`config.mk`:
```
export PLATFORM = sky130hd
export DESIGN_NAME = region_bump_allocator_top
export DESIGN_NICKNAME = d
export VERILOG_FILES = /design/src/design/rba_pkg.sv /design/src/design/rba_region_ram.sv /design/src/design/region_bump_allocator_top.sv
export SDC_FILE = /design/constraint.sdc
export NUM_CORES = 2
export LEC_CHECK = 0
export BUFFER_PORTS_ARGS = -buffer_cell sky130_fd_sc_hd__buf_2
export CORE_ASPECT_RATIO = 1.75
export CORE_MARGIN = 2
export CORE_UTILIZATION = 40
export CTS_CLUSTER_SIZE = 25
export DETAILED_ROUTE_END_ITERATION = 6
export PLACE_DENSITY = 0.59
export SETUP_SLACK_MARGIN = 0.02
export SLEW_MARGIN = 20
export SYNTH_ARGS = -nofsm -noshare
export SYNTH_HDL_FRONTEND = slang
export SYNTH_SLANG_ARGS = --single-unit
```
`constraint.sdc`:
```
create_clock -name clk -period 10.4 [get_ports clk]
set_input_delay 2.08 -clock clk [delete_from_list [all_inputs] [get_ports clk]]
set_output_delay 2.08 -clock clk [all_outputs]
set_load 0.1 [all_outputs]
```
`src/design/rba_pkg.sv`:
```
// Shared types and codes for the region bump allocator.
package rba_pkg;

  localparam int ADDR_W  = 32;
  localparam int PAGES_W = 21;
  localparam logic [PAGES_W-1:0] PAGES_MAX = 21'h1F_FFFF;

  localparam logic [1:0] CMD_ALLOC   = 2'd0;
  localparam logic [1:0] CMD_RELEASE = 2'd1;
  localparam logic [1:0] CMD_CHECK   = 2'd2;

  localparam logic [1:0] STATUS_OK        = 2'd0;
  localparam logic [1:0] STATUS_FULL      = 2'd1;
  localparam logic [1:0] STATUS_NOT_FOUND = 2'd2;
  localparam logic [1:0] STATUS_ZERO_SIZE = 2'd3;

  localparam logic CFG_POOL_BASE = 1'b0;
  localparam logic CFG_POOL_SIZE = 1'b1;

  typedef struct packed {
    logic [1:0]        command;
    logic [ADDR_W-1:0] byte_count;
    logic [ADDR_W-1:0] address;
  } req_t;

  typedef struct packed {
    logic [ADDR_W-1:0]  region_address;
    logic [PAGES_W-1:0] page_count;
    logic [1:0]         status;
    logic               legitimate;
  } rsp_t;

  typedef struct packed {
    logic [ADDR_W-1:0]  start;
    logic [PAGES_W-1:0] pages;
  } region_t;

endpackage

```
`src/design/rba_region_ram.sv`:
```
// Region table memory: one write port, one registered read port.
module rba_region_ram #(
  parameter int DEPTH = 16,
  parameter int IDX_W = 4
) (
  input  logic                clk,
  input  logic                we,
  input  logic [IDX_W-1:0]    waddr,
  input  rba_pkg::region_t    wdata,
  input  logic [IDX_W-1:0]    raddr,
  output rba_pkg::region_t    rdata
);

  rba_pkg::region_t mem [DEPTH];

  always_ff @(posedge clk) begin
    if (we) begin
      mem[waddr] <= wdata;
    end
    rdata <= mem[raddr];
  end

endmodule

```
`src/design/region_bump_allocator_top.sv`:
```
// Region bump allocator top level: command sequencer around the region table.
//
// A command is taken when start is high and busy is low; its single result
// shows on result for one cycle with done high and cannot be held off.
// Check, unused codes, a zero-size or full-table allocate, a release on an
// empty table and the first allocate into an empty table finish straight
// from idle, with their result in the cycle after they are taken. Any other
// allocate does one region table read of the last live entry, then the
// write of the new one. A release reads the live entries one per cycle
// through the table's single read port until it finds the start, then
// moves each later entry down one place, one per cycle. A new command is
// taken in the cycle its predecessor's result shows. PAGE_BYTES must be a
// power of two. The region table needs no clearing after reset.
module region_bump_allocator_top #(
  parameter int MAX_REGION_COUNT = 16,
  parameter int PAGE_BYTES       = 4096
) (
  input  logic          clk,
  input  logic          rst,
  input  logic          start,
  output logic          busy,
  input  rba_pkg::req_t request,
  output logic          done,
  output rba_pkg::rsp_t result,
  input  logic          cfg_write,
  input  logic          cfg_index,
  input  logic [31:0]   cfg_data
);

  localparam int IDX_W = (MAX_REGION_COUNT > 1) ? $clog2(MAX_REGION_COUNT) : 1;
  localparam int CNT_W = $clog2(MAX_REGION_COUNT + 1);
  localparam logic [CNT_W-1:0] CNT_FULL = CNT_W'(MAX_REGION_COUNT);
  localparam logic [32:0] ROUND_ADD = 33'(PAGE_BYTES - 1);
  localparam int          PAGE_SHIFT = $clog2(PAGE_BYTES);
  localparam logic [31:0] PAGE_MUL  = 32'(PAGE_BYTES);

  typedef enum logic [3:0] {
    ST_IDLE   = 4'b0001,
    ST_ALLOC  = 4'b0010,
    ST_SEARCH = 4'b0100,
    ST_SHIFT  = 4'b1000
  } state_t;

  state_t               state, state_next;
  logic [CNT_W-1:0]     live, live_next;
  logic [IDX_W-1:0]     idx, idx_next;
  rba_pkg::req_t        req, req_next;
  logic [20:0]          want_pages, want_pages_next;
  logic [20:0]          hit_pages, hit_pages_next;
  logic [31:0]          pool_base, pool_size;
  logic                 done_next;
  rba_pkg::rsp_t        result_next;

  logic                 mem_we;
  logic [IDX_W-1:0]     mem_waddr, mem_raddr;
  rba_pkg::region_t     mem_wdata, mem_rdata;

  logic [32:0]          bytes_round;
  logic [32:0]          pages_raw;
  logic [20:0]          pages_sat;
  logic [32:0]          pool_end;
  logic                 in_pool;
  logic [31:0]          next_start;
  logic [CNT_W-1:0]     idx_inc;

  rba_region_ram #(
    .DEPTH(MAX_REGION_COUNT),
    .IDX_W(IDX_W)
  ) u_ram (
    .clk  (clk),
    .we   (mem_we),
    .waddr(mem_waddr),
    .wdata(mem_wdata),
    .raddr(mem_raddr),
    .rdata(mem_rdata)
  );

  assign busy        = (state != ST_IDLE);
  assign bytes_round = {1'b0, request.byte_count} + ROUND_ADD;
  assign pages_raw   = bytes_round >> PAGE_SHIFT;
  assign pages_sat   = (pages_raw > {12'd0, rba_pkg::PAGES_MAX}) ? rba_pkg::PAGES_MAX
                                                                 : pages_raw[20:0];
  assign pool_end    = {1'b0, pool_base} + {1'b0, pool_size};
  assign in_pool     = (request.address >= pool_base) && ({1'b0, request.address} < pool_end);
  assign next_start  = mem_rdata.start + (32'(mem_rdata.pages) << PAGE_SHIFT);
  assign idx_inc     = CNT_W'(idx) + CNT_W'(1);

  always_comb begin
    state_next        = state;
    live_next         = live;
    idx_next          = idx;
    req_next          = req;
    want_pages_next   = want_pages;
    hit_pages_next    = hit_pages;
    done_next         = 1'b0;
    result_next       = '0;
    mem_we            = 1'b0;
    mem_waddr         = idx;
    mem_wdata         = mem_rdata;
    mem_raddr         = '0;
    unique case (state)
      ST_IDLE: begin
        if (start) begin
          req_next        = request;
          want_pages_next = pages_sat;
          case (request.command)
            rba_pkg::CMD_ALLOC: begin
              if (request.byte_count == 32'd0) begin
                done_next          = 1'b1;
                result_next.status = rba_pkg::STATUS_ZERO_SIZE;
              end else if (live == CNT_FULL) begin
                done_next          = 1'b1;
                result_next.status = rba_pkg::STATUS_FULL;
              end else if (live == '0) begin
                mem_we                     = 1'b1;
                mem_waddr                  = '0;
                mem_wdata.start            = pool_base + PAGE_MUL;
                mem_wdata.pages            = pages_sat;
                live_next                  = live + CNT_W'(1);
                done_next                  = 1'b1;
                result_next.region_address = pool_base + PAGE_MUL;
                result_next.page_count     = pages_sat;
                result_next.status         = rba_pkg::STATUS_OK;
              end else begin
                mem_raddr  = IDX_W'(live - CNT_W'(1));
                state_next = ST_ALLOC;
              end
            end
            rba_pkg::CMD_RELEASE: begin
              if (live == '0) begin
                done_next                  = 1'b1;
                result_next.region_address = request.address;
                result_next.status         = rba_pkg::STATUS_NOT_FOUND;
              end else begin
                mem_raddr  = '0;
                idx_next   = '0;
                state_next = ST_SEARCH;
              end
            end
            rba_pkg::CMD_CHECK: begin
              done_next              = 1'b1;
              result_next.legitimate = in_pool;
            end
            default: begin
              done_next = 1'b1;
            end
          endcase
        end
      end
      ST_ALLOC: begin
        mem_we                     = 1'b1;
        mem_waddr                  = IDX_W'(live);
        mem_wdata.start            = next_start;
        mem_wdata.pages            = want_pages;
        live_next                  = live + CNT_W'(1);
        done_next                  = 1'b1;
        result_next.region_address = next_start;
        result_next.page_count     = want_pages;
        result_next.status         = rba_pkg::STATUS_OK;
        state_next                 = ST_IDLE;
      end
      ST_SEARCH: begin
        if (mem_rdata.start == req.address) begin
          hit_pages_next = mem_rdata.pages;
          mem_raddr      = idx + IDX_W'(1);
          state_next     = ST_SHIFT;
        end else if (idx_inc >= live) begin
          done_next                  = 1'b1;
          result_next.region_address = req.address;
          result_next.status         = rba_pkg::STATUS_NOT_FOUND;
          state_next                 = ST_IDLE;
        end else begin
          idx_next  = idx + IDX_W'(1);
          mem_raddr = idx + IDX_W'(1);
        end
      end
      ST_SHIFT: begin
        if (idx_inc < live) begin
          mem_we    = 1'b1;
          mem_waddr = idx;
          mem_wdata = mem_rdata;
          idx_next  = idx + IDX_W'(1);
          mem_raddr = idx + IDX_W'(2);
        end else begin
          live_next                  = live - CNT_W'(1);
          done_next                  = 1'b1;
          result_next.region_address = req.address;
          result_next.page_count     = hit_pages;
          result_next.status         = rba_pkg::STATUS_OK;
          state_next                 = ST_IDLE;
        end
      end
      default: begin
        state_next = ST_IDLE;
      end
    endcase
  end

  always_ff @(posedge clk) begin
    if (rst) begin
      state     <= ST_IDLE;
      live      <= '0;
      done      <= 1'b0;
      pool_base <= '0;
      pool_size <= '0;
    end else begin
      state <= state_next;
      live  <= live_next;
      done  <= done_next;
      if (cfg_write) begin
        unique case (cfg_index)
          rba_pkg::CFG_POOL_BASE: pool_base <= cfg_data;
          rba_pkg::CFG_POOL_SIZE: pool_size <= cfg_data;
          default: ;
        endcase
      end
    end
  end

  always_ff @(posedge clk) begin
    idx        <= idx_next;
    req        <= req_next;
    want_pages <= want_pages_next;
    hit_pages  <= hit_pages_next;
    result     <= result_next;
  end

endmodule

```
==> Word-level counts from Yosys, hierarchy flattened <==
Memories as Yosys holds them, arrays and structs flattened. A register that Yosys moved wholly into a read port is not among the register bits.
Index checks and enable logic that the tools add are counted.
{ "word_totals": {"mem_count": 1, "out_inout_bits": 58, "input_bits": 103, "word_cells": 152, "mem_bits_rw": 848, "reg_bits": 208} }
{ "classes": {"eq_ne": 26, "addsub": 9, "n_mux": 83, "bitwise": 1, "n_reduce_logical": 14, "order_cmp": 5} }
{ "mem_list": {"columns": ["memory", "words", "width", "read_ports", "rd_ports_with_merged_regs", "write_ports", "line_no", "rtl"], "rows": [
  ["u_ram.mem", 16, 53, 1, 1, 1, "rba_region_ram.sv:14", "rba_pkg::region_t mem [DEPTH];"]
]} }
{ "ops": {"columns": ["operator", "n"], "rows": [
  ["$mux W53", 7],
  ["$pmux W32 S4", 1],
  ["$mux W55", 2],
  ["$mux W4", 27],
  ["$pmux W53 S2", 1],
  ["$mux W32", 3],
  ["$pmux W32 S2", 1],
  ["$pmux W21 S3", 1],
  ["$mux W56", 1],
  ["$mux W21", 2],
  ["$pmux W4 S3", 3],
  ["$add A32 B12 Y33 const B", 1],
  ["$add A32 B32 Y33", 1],
  ["$lt A32 B33 Y1", 1],
  ["$add A32 B13 Y32 const B", 1],
  ["$add A32 B32 Y32", 1],
  ["$eq A32 B32 Y1", 1],
  ["$ge A32 B32 Y1", 1],
  ["$logic_not A32 Y1", 1],
  ["$mux W5", 6],
  ["$gt A21 B21 Y1 const B", 1],
  ["$ne A2 B2 Y1 const B", 9],
  ["$pmux W4 S2", 2],
  ["$mux W1", 15],
  ["34 further kinds", 48]
]} }

==> Longest topological paths before layout <==
{ "depth": {"depth_word": 9, "ltp_mapped": 21} }

==> Cells and area by module <==
From an unflattened synthesis, not the netlist that was laid out.
{ "unflattened": {"cells_unflattened": 2891, "area_unflattened_um2": 46196.8} }
{ "modules_own_cells": {"columns": ["mod", "cells_per_inst", "area_each_um2", "n_inst"], "rows": [
  ["rba_region_ram", 1370, 32812.7, 1],
  ["region_bump_allocator_top", 1521, 13384.1, 1]
]} }

==> Least setup slack after synthesis <==
Ideal clock, no wire load.
{ "synth_timing": {"kind": "input-to-reg", "from": "input port start", "to": "memory u_ram.mem[8][0] (netlist name) (enable)", "path_stages": 7, "arrival_ps": 6315, "slack_ps": 3621, "cell_sequence": "nand2_2 > inv_1 > nand2_1 > clkbuf_1 > nand2_1 > nand2_1 > nor2_1"} }
{ "synth_between": {"elab_chain_len": 4, "elab_cells_between_ends": 6} }
{ "synth_lines": {"columns": ["item", "line_no", "rtl"], "rows": [
  ["start, declared", "region_bump_allocator_top.sv:20", "input logic start,"],
  ["$mux W1", "region_bump_allocator_top.sv:103", "if (start) begin"],
  ["$pmux W1 S3", "region_bump_allocator_top.sv:101", "unique case (state)"],
  ["$mux W1", "rba_region_ram.sv:17", "if (we) begin"],
  ["$mux W1 (not written as such)", "rba_region_ram.sv:18", "mem[waddr] <= wdata;"],
  ["end, declared", "rba_region_ram.sv:14", null]
]} }
Several ways; a longest one is shown, not always the timed one.

==> Final worst setup path <==
{ "layout_timing": {"from": "input port request[60] (netlist name)", "to": "memory u_ram.mem[13][30] (netlist name) (enable)"} }
{ "layout_between": {"elab_chain_len": 7, "elab_cells_between_ends": 11} }
{ "layout_lines": {"columns": ["item", "line_no", "rtl"], "rows": [
  ["start, declared", "region_bump_allocator_top.sv:22", "input rba_pkg::req_t request,"],
  ["$logic_not A32 Y1 *", "region_bump_allocator_top.sv:108", "if (request.byte_count == 32'd0) begin"],
  ["$mux W1", "region_bump_allocator_top.sv:108", null],
  ["$mux W1", "region_bump_allocator_top.sv:106", "case (request.command)"],
  ["$mux W1", "region_bump_allocator_top.sv:103", null],
  ["$pmux W1 S3", "region_bump_allocator_top.sv:101", null],
  ["$mux W1", "rba_region_ram.sv:17", null],
  ["$mux W1 (not written as such)", "rba_region_ram.sv:18", null]
]} }
Every way passes the cells marked *; elsewhere a longest branch is shown, timed or not.

==> results.tsv <==
metric	value	unit
status	finished, final reports clean	
Max Fanout on Critical Path	42	
post-DP HPWL	78800	µm
worst-skew pair later-pin latency	0.73	ns
Post-synth EDFFs	926	
total CTS buffers	100	
Mapped Nets	3581	
most area-consuming cells after synthesis	edfxtp_1 57%, mux2i_1 16%, dfxtp_1 7.5%	
Placed Cells	5050	
critical path endpoint category	flop	
relative slew slack	24.9	%
Max-Cap Viols	0	
post_cts resized	0	
setup tns final	0	ns
most frequent cells after synthesis	926 x edfxtp_1, 797 x mux2i_1, 249 x nand2_1, 183 x dfxtp_1, 141 x a21oi_1	
clock skew	0.0320	ns
CORE AREA	121000	µm²
YS warnings	0	
Ports	161	
Max Freq	168	MHz
via count	28100	
CTS tree	done	
buffers added on ports	160	
maximum vdd ir drop	167	µV
commonest register cell after synthesis	edfxtp_1	
Post-CTS Hold Buffers	0	
DR pass1 iterations	5	
drt wl/cell	23.7	µm
total track usage	19.9	%
number of distinct library cells after synthesis	76	
Filler Cell Count	11000	
Die Wd	268	µm
register area	31500	µm²
RSZ-0062 raised after global routing	false	
Die Ht	467	µm
cell breakdown of the critical path	buf_2, nor4_1, nand3_1, nor3_4, nor2b_2, buf_4, nand2_2, buf_4, nand2_1, o21ai_0, nand2_1, nor2_4, buf_4	
vias in the first global route	28800	
Avg Inst Size Synth	14.6	µm²
period utilisation layout	57.4	%
Post-Syn Area	48900	µm²
clock-pin slew of the registers on the worst-case setup and hold paths	0.07	ns
post-CTS setup repair buffer count	0	
register area share after synthesis	64.3	%
largest area contributor in the netlist	edfxtp_1	
share of layout cells above drive strength 1	11.9	%
CP top delay family	simple AND/OR/NAND/NOR gates	
top-count cell post-synth	edfxtp_1	
Clock Path Buffers	3	
first-pass GRT wire length	183000	µm
Routed WL	125000	µm
Fin. Hold Viols	0	
placer congestion estimate	0.827	
post-synthesis cell count	3352	
Static Leak	22.6	nW
nets	3758	
min Tclk post-route	5.97	ns
post-route cell area	54900	µm²
post-route insts no fill	5244	
number of remaining DRC errors	0	
Core Rows	169	
clk root buf	clkbuf_16	
footprint of the multi-input gates	16300	µm²
Crit-path slowest cell	buf_4	
WP data arrival	6.32	ns
Critical Path Source Type	input pin	
pin count of the biggest net entering global routing	123	
max incr delay on CP	0.75	ns
Initial Util	40.3	%
routed vias/inst	5.36	
Setup Viol. Count Final	0	
Seq cells post-synth	1109	
most used cell along the critical path	buf_4	
Placed Area	51500	µm²
initial antenna violation count	7	
Final Max Tran Viols	0	
GRT overflow	0	
worst slack at placement	3.63	ns
Synth async-reset ratio	0	%
PD cells	202	nW/µm²
WS Path Type	input pin to flop	
worst slew pin tran	1.12	ns
Clock Sinks	1109	
Synth top area share	56.8	%
Syn-to-layout area delta	12.1	%
die area	125000	µm²
Routed Antenna Nets	0	
Worst Setup Slack, final	4.43	ns
Worst Path Required	10.75	ns
DR iter-0 viols	1727	
Hold WC Path Type	flop to flop	
H-Tree Depth	3	
Buf+Inv Stages, Crit Path	4	
-- registers in the layout (all words and copies together) (netlist names) --
register,cells
idx,4
req,32
pool_base,32
live,5
result,56
want_pages,21
u_ram.mem,848
state,4
hit_pages,21
done,1
pool_size,32
u_ram.rdata,53
-- layout make-up --
cell class                 count  share of cell area (%)
timing repair buffer         229                    2.52
sequential                  1109                    57.4
tap                         1624                    3.70
antenna                        3                  0.0137
inverter                      69                   0.472
clock inverter                65                    1.30
clock buffer                 125                    4.88
multi-input combinational   2020                    29.8
-- path summary, 6_finish.rpt --
kind	slack, ns	endpoint	startpoint	cells past startpoint
max reg2reg	5.02	u_ram.rdata[52]$_DFF_P_	idx[0]$_SDFFCE_PN0P_	14
min	0.44	hit_pages[20]$_DFFE_PP_	u_ram.rdata[20]$_DFF_P_	0
min reg2reg	0.44	hit_pages[20]$_DFFE_PP_	u_ram.rdata[20]$_DFF_P_	0
max	4.43	u_ram.mem[13][30]$_DFFE_PP_	request[60]	13
-- power breakdown --
group	switching [W]	internal (W)	leakage [nW]	total, W
Clock	0.00168	0.00212	1.64	0.00381
Sequential	0.000179	0.00529	9.87	0.00547
Combinational	0.00129	0.000518	11.1	0.00181
Total	0.00315	0.00793	22.6	0.0111
-- metrics by stage --
stage / power (W) / hold slack, ns / util (%)
finish: 0.0111 / 0.445 / 45.2
CTS: 0.0112 / 0.434 / 45.2
floorplan: 0.00673 / 0.408 / -
global route: 0.0115 / 0.452 / 45.2
detailed placement: 0.00737 / 0.420 / 42.4
global placement: 0.00735 / 0.417 / 42.4
-- per-layer routing --
| layer | routed length, µm | vias up | share of wire, % | global-route usage, % |
|---|---|---|---|---|
| met5 | 0 | - | 0 | 0 |
| met4 | 4350 | 0 | 3.5 | 7.58 |
| met3 | 5670 | 187 | 4.5 | 2.78 |
| met2 | 65600 | 662 | 53 | 36.7 |
| met1 | 48900 | 14200 | 39 | 23.0 |
| li1 | - | 13100 | - | - |
-- worst reg2reg max path, stage by stage (launching register included) --
cell	delay, ns
edfxtp_1	0.60
ha_1	0.33
xor2_1	0.21
ha_1	0.23
a21o_1	0.15
a21oi_1	0.29
o21ai_0	0.26
o21ai_1	0.46
a21oi_1	0.23
o31ai_4	0.29
buf_12	0.57
buf_4	0.98
mux2i_1	0.35
mux2i_1	0.14
mux2i_1	0.19
-- cells by family after synthesis --
family	after synthesis	synth area share, %
DFF	1109	64.3
and+or+nand+nor	519	5.04
xor gates and xnor gates	116	2.08
adders and majority gates	126	3.25
muxes	798	16.3
AOI/OAI and AO/OA	461	6.25
buffers and inverters	223	2.75
-- placed cells by master, fill, tap and decap left out, types with 9 or more instances in the layout --
master	Yosys	routed
clkinv_2	0	18
o21a_1	10	10
a22oi_1	32	32
nor3_1	11	11
nand2_1	249	248
dfxtp_1	183	183
a22o_1	21	21
bufinv_16	0	11
a221o_1	19	19
mux2i_1	797	797
clkbuf_1	72	17
o211ai_1	20	20
buf_4	13	64
ha_1	124	124
nor2b_1	12	10
inv_1	67	66
nand4_1	25	25
a21o_1	79	79
clkinv_1	0	19
buf_2	16	160
a21oi_1	141	139
nor2_1	94	76
nor2_4	0	18
xor2_1	60	60
nand3_1	42	42
edfxtp_1	926	926
xnor2_1	56	56
nand2b_1	9	9
a31oi_1	10	9
nor4_1	19	19
o21ai_0	61	59
clkbuf_16	0	100
and3_1	13	13
o21bai_1	10	9
Power figures use the tool's default switching activity.
